File: src/hw/rtl/dsdl_cmp.sv
`default_nettype none
// Depth order test: true when the new entry belongs before the visited one.
module dsdl_cmp (
	input  wire logic signed [15:0] node_y,
	input  wire logic signed [15:0] node_z,
	input  wire logic               node_shadow,
	input  wire logic signed [15:0] my_y,
	input  wire logic signed [15:0] my_z,
	output logic                    hit
);
	always_comb begin
		hit = !node_shadow && ((node_y > my_y) || ((node_y == my_y) && (node_z > my_z)));
	end
endmodule
`default_nettype wire

File: config.mk
export PLATFORM = sky130hd
export DESIGN_NAME = dsdl_cmp
export DESIGN_NICKNAME = d
export VERILOG_FILES = /design/src/hw/rtl/dsdl_cmp.sv
export SDC_FILE = /design/constraint.sdc
export NUM_CORES = 1
export LEC_CHECK = 0
export BUFFER_PORTS_ARGS = -buffer_cell sky130_fd_sc_hd__clkbuf_2
export CAP_MARGIN = 20
export CORE_MARGIN = 1.5
export CORE_UTILIZATION = 46
export DETAILED_ROUTE_END_ITERATION = 12
export PLACE_DENSITY = 0.88
export SLEW_MARGIN = 20
export SYNTH_ARGS = -nofsm -noshare
export SYNTH_HDL_FRONTEND = slang
export SYNTH_SLANG_ARGS = --single-unit
export TNS_END_PERCENT = 100
File: constraint.sdc
create_clock -name vclk -period 4
set_input_delay 0.4 -clock vclk [all_inputs]
set_output_delay 0.4 -clock vclk [all_outputs]
set_load 0.03 [all_outputs]
==> impl_metrics.toml <==
[outcome]
outcome = "complete, no violations"

[logic_synthesis]
synth_commonest_cells = "inv_1, ha_1, a21oi_1"
avgSynthCellArea_um2 = 7.171
synth_largest_area_cell = "ha_1"
yosysSeqAreaShare = 0
yosysMostFrequentCell = "inv_1"
synth.top_cell.area_share = 0.4692
syn-num-nets = 216
synth.cell_area_um2 = 853.3
yosys_warnings = 0
synth_area_leaders = "ha_1, inv_1, a21oi_1"
synth_cell_types = 28
synthCells = 119

[pwr]
p_int_uw = 56.69
seqPwrFrac = 0
power_frac_comb = 1.000
p_clk_frac = 0
p_per_area_nw_per_um2 = 87.78
ir_drop_mv = 0.04973
p_leak_uw = 0.0008033
swShare = 0.4685
p_switching_uw = 49.96
power_uw = 106.6

[grt]
antenna_found_initial = 0
grtUsageTotal = 0.2151
gr-total-overflow = 0
grt_max_degree = 6
grt_pass1_wl_um = 3532
grt_pass1_vias = 994

[setup_path]
crit_type = "input pin to output pin"
slowest_delay_ns = 0.56
crit_path_start_kind = "input pin"
crit_arrival_ns = 2.32
cpMostUsedCell = "clkbuf_2"
path_max_fanout = 3
cpMaxStageDelayCell = "or4_1"
path_cells = "clkbuf_2 > inv_1 > ha_1 > nand4_1 > or4_1 > a211o_1 > a311o_1 > o31ai_1 > clkbuf_2"
endpoint_kind = "output pin"
cp.required_ns = 3.60

[routing]
vias_per_cell = 4.933
post_drt_wl_per_cell_um = 10.18
num_vias = 1036
ant_nets = 0
drtPass1Iterations = 4
drcViolationCount = 0
wl_um = 2138
drtIter0Drc = 10

[sta]
whs_ns = 1.225
final.min_clock_period_ns = 2.718
final.setup.worst_slack_ns = 1.282
relSlewSlack = 0.7691
hold_violations = 0
rsz0062_at_grt = "no"
setup_viol = 0
worst_pin_slew_ns = 0.3376
period_share = 0.6795
fmax_mhz = 367.9
slew_viol_final = 0
fin_tns_setup_ns = 0

[clock_tree]
holdBufCountCts = 0
cts_setup_buffers = 0
cts.repair.resized = 0

[floorplan]
start_util = 0.4942
pin_count = 66
die_w_um = 46.07
core_um2 = 1727
dieArea_um2 = 2122
rows = 15
fp.dieH_um = 46.07

[place]
placed_cells = 210
dp_hpwl_um = 2084
place_congestion = 0.7709
post-place-ws_ns = 1.272
numPortBuffers = 66

[hold_path]
hp-class = "input pin to output pin"
hold_path.startpoint = "node_shadow"
hold_depth = 4
holdPathEnd = "hit"

[finish]
finalNonFillerCells = 210
drive_above_1_share = 0.3622
n_antenna_cell = 0
seq_cells = 0
fin_nets = 284
ff_latch_area_um2 = 0
syn_to_final_growth_pct = 42.38
n_clock_buffer = 0

[flow_run]
maxCapViolations = 0
## worst max-delay path by stage
stage          cells after the start  startpoint   to
3_5_place_dp                       9    my_y[15]  hit
5_1_grt                            9    my_y[15]  hit
4_1_cts                            9    my_y[15]  hit
2_1_floorplan                      7    my_y[15]  hit
3_3_place_gp                       9    my_y[15]  hit
6_report                           9    my_y[15]  hit
## cells in the final DEF (no fill, tap or decap)
| master | synthesis | layout |
|---|---|---|
| a2111oi_0 | 1 | 1 |
| a211o_1 | 1 | 1 |
| a211oi_1 | 2 | 2 |
| a21boi_0 | 1 | 1 |
| a21o_1 | 2 | 2 |
| a21oi_1 | 9 | 9 |
| a221oi_1 | 1 | 1 |
| a311o_1 | 1 | 1 |
| a41oi_1 | 1 | 1 |
| and2b_1 | 1 | 1 |
| and2b_2 | 1 | 1 |
| clkbuf_2 | 0 | 66 |
| ha_1 | 32 | 32 |
| inv_1 | 35 | 35 |
| nand2_1 | 6 | 6 |
| nand2b_1 | 1 | 1 |
| nand3_1 | 3 | 3 |
| nand4_1 | 5 | 5 |
| nor2b_1 | 1 | 1 |
| nor3_1 | 3 | 3 |
| nor3b_1 | 1 | 1 |
| o211ai_1 | 1 | 1 |
| o21a_1 | 1 | 1 |
| o21ai_0 | 3 | 3 |
| o21bai_1 | 1 | 1 |
| o31ai_1 | 2 | 2 |
| or2_1 | 1 | 1 |
| or2b_1 | 1 | 1 |
| or4_1 | 1 | 1 |
## layout make-up
type,instances,area (µm²)
multi-input combinational,84,721.9
fill,150,511.7
tap,25,31.28
timing repair buffer,66,330.3
inverter,35,131.4
## power groups by stage
stage	combinational [µW]	sequential (µW)	clock, µW
after global routing	124	0	0
after floorplan	60.0	0	0
after global placement	101	0	0
final	107	0	0
after detailed placement	108	0	0
after CTS	108	0	0
## per-layer routing
metal | wire [µm] | global-route usage | share of wire
met5 | 0 | 0 | 0
met4 | 19 | 0.03429 | 0.0089
met3 | 83 | 0.007843 | 0.039
met2 | 1245 | 0.4694 | 0.58
met1 | 790 | 0.2163 | 0.37
## per-stage QoR
step | instance area, µm² | util
2_1_floorplan | 853.3 | -
3_3_place_gp | 1215 | 0.7036
3_5_place_dp | 1215 | 0.7036
4_1_cts | 1215 | 0.7036
5_1_grt | 1215 | 0.7036
6_report | 1215 | 0.7036
## cells by family after synthesis
family | count (synthesis) | synth area share
buffers and inverters | 35 | 0.1540
adders and majority gates | 32 | 0.4692
AOI/OAI and AO/OA | 27 | 0.2111
and+or+nand+nor | 25 | 0.1657
## critical path: cells and delay by family
family | cells | cell delay, ns
buf+inv | 3 | 0.36
simple gates | 2 | 0.69
fa+ha+maj | 1 | 0.30
compound gates | 3 | 0.57
(Power assumes the default switching activity.)
