[src/hw/rtl/dsdl_ram.sv]
`default_nettype none
// Simple dual-port RAM: one write port, one read port with registered data.
module dsdl_ram #(
	parameter int WIDTH = 8,
	parameter int DEPTH = 16
) (
	input  wire logic                     clk,
	input  wire logic                     we,
	input  wire logic [$clog2(DEPTH)-1:0] waddr,
	input  wire logic [WIDTH-1:0]         wdata,
	input  wire logic [$clog2(DEPTH)-1:0] raddr,
	output logic      [WIDTH-1:0]         rdata
);
	logic [WIDTH-1:0] mem_q [DEPTH];

	always_ff @(posedge clk) begin
		if (we) begin
			mem_q[waddr] <= wdata;
		end
		rdata <= mem_q[raddr];
	end
endmodule
`default_nettype wire

[config.mk]
export PLATFORM = sky130hd
export DESIGN_NAME = dsdl_ram
export DESIGN_NICKNAME = d
export VERILOG_FILES = /design/src/hw/rtl/dsdl_ram.sv
export SDC_FILE = /design/constraint.sdc
export NUM_CORES = 1
export LEC_CHECK = 0
export CORE_MARGIN = 3
export CORE_UTILIZATION = 60
export CTS_CLUSTER_SIZE = 10
export DETAILED_ROUTE_END_ITERATION = 10
export DONT_BUFFER_PORTS = 1
export PLACE_DENSITY = 0.86
export SYNTH_ARGS = -nofsm -noshare
export SYNTH_HDL_FRONTEND = slang
export SYNTH_SLANG_ARGS = --single-unit
[constraint.sdc]
create_clock -name clk -period 1.8 [get_ports clk]
set_input_delay 0.09 -clock clk [delete_from_list [all_inputs] [get_ports clk]]
set_output_delay 0.09 -clock clk [all_outputs]
set_load 0.05 [all_outputs]
==> impl_metrics.toml <==
[synthesis]
synth_edf_count = 128
synthTopCellsByArea = "edfxtp_1 (75%), mux4_2 (7.9%), mux4_1 (7.1%)"
netlist_instances = 229
synth_top_area_cell = "edfxtp_1"
synth_flop_cell = "edfxtp_1"
syn_avg_cell_area_um2 = 22.5
synth_top_area_share_pct = 74.7
synthesis.area_mm2 = 0.00515
ys_types = 19
ys_seq_area_share_pct = 77.8
async_flop_share_pct = 0
ys_seq_elements = 136
syn-num-nets = 247
yosysWarnings = 0

[die]
placementRows = 33
core_area_mm2 = 0.00826
io_pins = 26
start_util_pct = 62.3
die_y_um = 98.6
die_x_um = 98.6
die-area_mm2 = 0.00973

[clock_tree]
clkTransAtPathRegs_ns = 0.06
cts_tree = "yes"
clk_latency_ns = 0.53
numCtsBuffers = 17
clock-sinks = 136
clockRootBuffer = "clkbuf_8"
htreeDepth = 4
cts_max_path_buffers = 2

[sta]
min_period_over_period_pct = 99.0
whs_ns = -0.0340
period_minus_slack_ns = 1.78
tns_ns = 0
max_slew_margin_pct = 60.7
finalHoldViolCount = 1
rsz0062_at_grt = "no"
drv_slew = 0
max_freq_mhz = 561
clock_skew_ns = 0.0114
setup_ws_ns = 0.0186
setup_viol = 0
worst_pin_slew_ns = 0.587

[hold_path]
hold_path_end = "rdata[6]"
holdPathStages = 3
holdCritPathClass = "in2reg"
worstHoldStart = "raddr[0]"

[global_route]
grt_pass1_vias = 2691
grt.total_usage_pct = 25.1
grt_max_degree = 33
globalRoute.totalOverflow = 0
antenna_found_initial = 0
grt_pass1_wl_mm = 16.8

[worst_setup_path]
crit_fanout = 1
crit_family = "buffers and inverters"
cp-start-kind = "register"
cp_slowest_cell = "dlygate4sd3_1"
rrSetupSlack_ns = 0.02
cp.arrival_ns = 2.20
r2r-end = "rdata[4]"
critPathKind = "reg2reg"
path_buf_inv = 1
r2r-start = "mem_q[13][4]"
end_kind = "register"
max_stage_delay_ns = 0.60
cp.required_ns = 2.22
r2r_cells = 4
crit_chain = "mux4_2 -> dlygate4sd3_1 -> a22oi_2 -> nand2_1"

[drt]
drt-met1-wl_mm = 4.32
drt-initial-drc-count = 312
vias = 2596
drc = 0
wl_met3_mm = 1.09
drt_wl_total_mm = 11.2
top_layer = "met4"
ant_nets = 0
dr.pass1.iters = 5
via_per_inst = 6.67
wl_per_cell_um = 28.7
met2_length_mm = 5.49

[flow_run]
maxCapViolCount = 0

[placement]
place_congestion = 0.792
dpl_worst_slack_ns = 0.418
io_buffers = 0
hpwl_mm = 6.01

[run_status]
violations = "hold timing"
status = "finished, violations left"

[layout]
fill_cells = 472
fin_nets = 292
syn_to_final_growth_pct = 17.4
drive_gt1_share_pct = 22.5
n_antenna_cell = 0

[power_and_ir_drop]
leakage_nw = 2.03
p_per_area_mw_per_mm2 = 1150
irDropWorstVdd_mv = 0.753
layout make-up:
type | instances | area (um2) | share of cell area, %
clock buffers | 22 | 443 | 7.33
multi-input cells | 83 | 1070 | 17.7
well taps | 105 | 131 | 2.17
flip-flops and latches | 136 | 4000 | 66.2
clock inverters | 7 | 56.3 | 0.931
repair buffers | 36 | 338 | 5.59
per-stage QoR:
| stage | hold slack (ns) | cell area [um2] | instances | total power [mW] | util (%) |
|---|---|---|---|---|---|
| 2_1_floorplan | 0.189 | 5150 | 229 | 3.88 | - |
| 3_3_place_gp | 0.190 | 5330 | 342 | 3.90 | 64.5 |
| 3_5_place_dp | 0.190 | 5330 | 342 | 3.91 | 64.5 |
| 4_1_cts | 0.0141 | 6040 | 390 | 6.95 | 73.1 |
| 5_1_grt | -0.0352 | 6040 | 389 | 7.15 | 73.2 |
| 6_report | -0.0340 | 6040 | 389 | 6.96 | 73.2 |
placed cells by master (no fill, tap or decap), drive strengths merged:
| cell type | count |
|---|---|
| a22oi | 16 |
| and2 | 1 |
| and2b | 1 |
| buf | 20 |
| bufinv | 1 |
| clkbuf | 22 |
| clkinv | 6 |
| dfxtp | 8 |
| dlygate4sd3 | 15 |
| dlymetal6s4s | 1 |
| edfxtp | 128 |
| mux4 | 32 |
| nand2 | 9 |
| nand2b | 2 |
| nand3 | 1 |
| nand3b | 2 |
| nor2 | 13 |
| nor2b | 1 |
| nor3 | 4 |
| or3b | 1 |
cells by family after synthesis:
kind of cell	Yosys count	share of synthesized area, %
AND/OR/NAND/NOR	35	3.18
buffers and inverters	10	1.68
AO/OA/AOI/OAI	16	2.33
multiplexers	32	15.0
flip-flops	136	77.8
report_power, final:
part / total, mW / switching [mW] / internal [mW]
clock network: 3.00 / 1.18 / 1.82
registers: 3.65 / 0.105 / 3.54
logic: 0.315 / 0.170 / 0.145
registers in the layout, indices dropped and copies added, names as in the netlist:
register	flops
mem_q	128
rdata	8
synthesized netlist by cell type, types with 2 or more instances:
cell type          n
a22oi_1           16
nor2_1            13
edfxtp_1         128
buf_6              3
nor3_1             4
nand3b_1           2
dfxtp_1            8
mux4_1            14
nand2_1            9
mux4_2            18
buf_2              3
nand2b_1           2
clkdlybuf4s25_2    3
tightest hold or removal path: stages:
cell	delay [ns]
mux4_2	0.21
a22oi_2	0.08
nand2_1	0.08
what timing repair did:
action | 4_1_cts | 5_1_grt
setup buffers | 0 | 0
resized for setup | 0 | 4
endpoints found under the hold margin | 168 | 0
endpoints found under the setup margin | 0 | 3
hold buffers | 19 | 0
worst max-delay path by stage:
| stage | from | endpoint | slack, ns | cells after the start |
|---|---|---|---|---|
| floorplan | waddr[2] | mem_q[0][0] | 0.22 | 2 |
| global placement | mem_q[11][6] | rdata[6] | 0.49 | 3 |
| detailed placement | mem_q[2][5] | rdata[5] | 0.42 | 3 |
| CTS | mem_q[3][6] | rdata[6] | 0.02 | 4 |
| global route | mem_q[14][4] | rdata[4] | 0.001 | 4 |
| finish | mem_q[13][4] | rdata[4] | 0.02 | 4 |
routing by layer:
layer	track usage (%)	vias up
met1	36.3	1317
met2	36.6	195
met5	0	-
li1	-	1058
met3	7.08	26
met4	10.8	0
No activity file was read; power rests on OpenSTA's default activity.
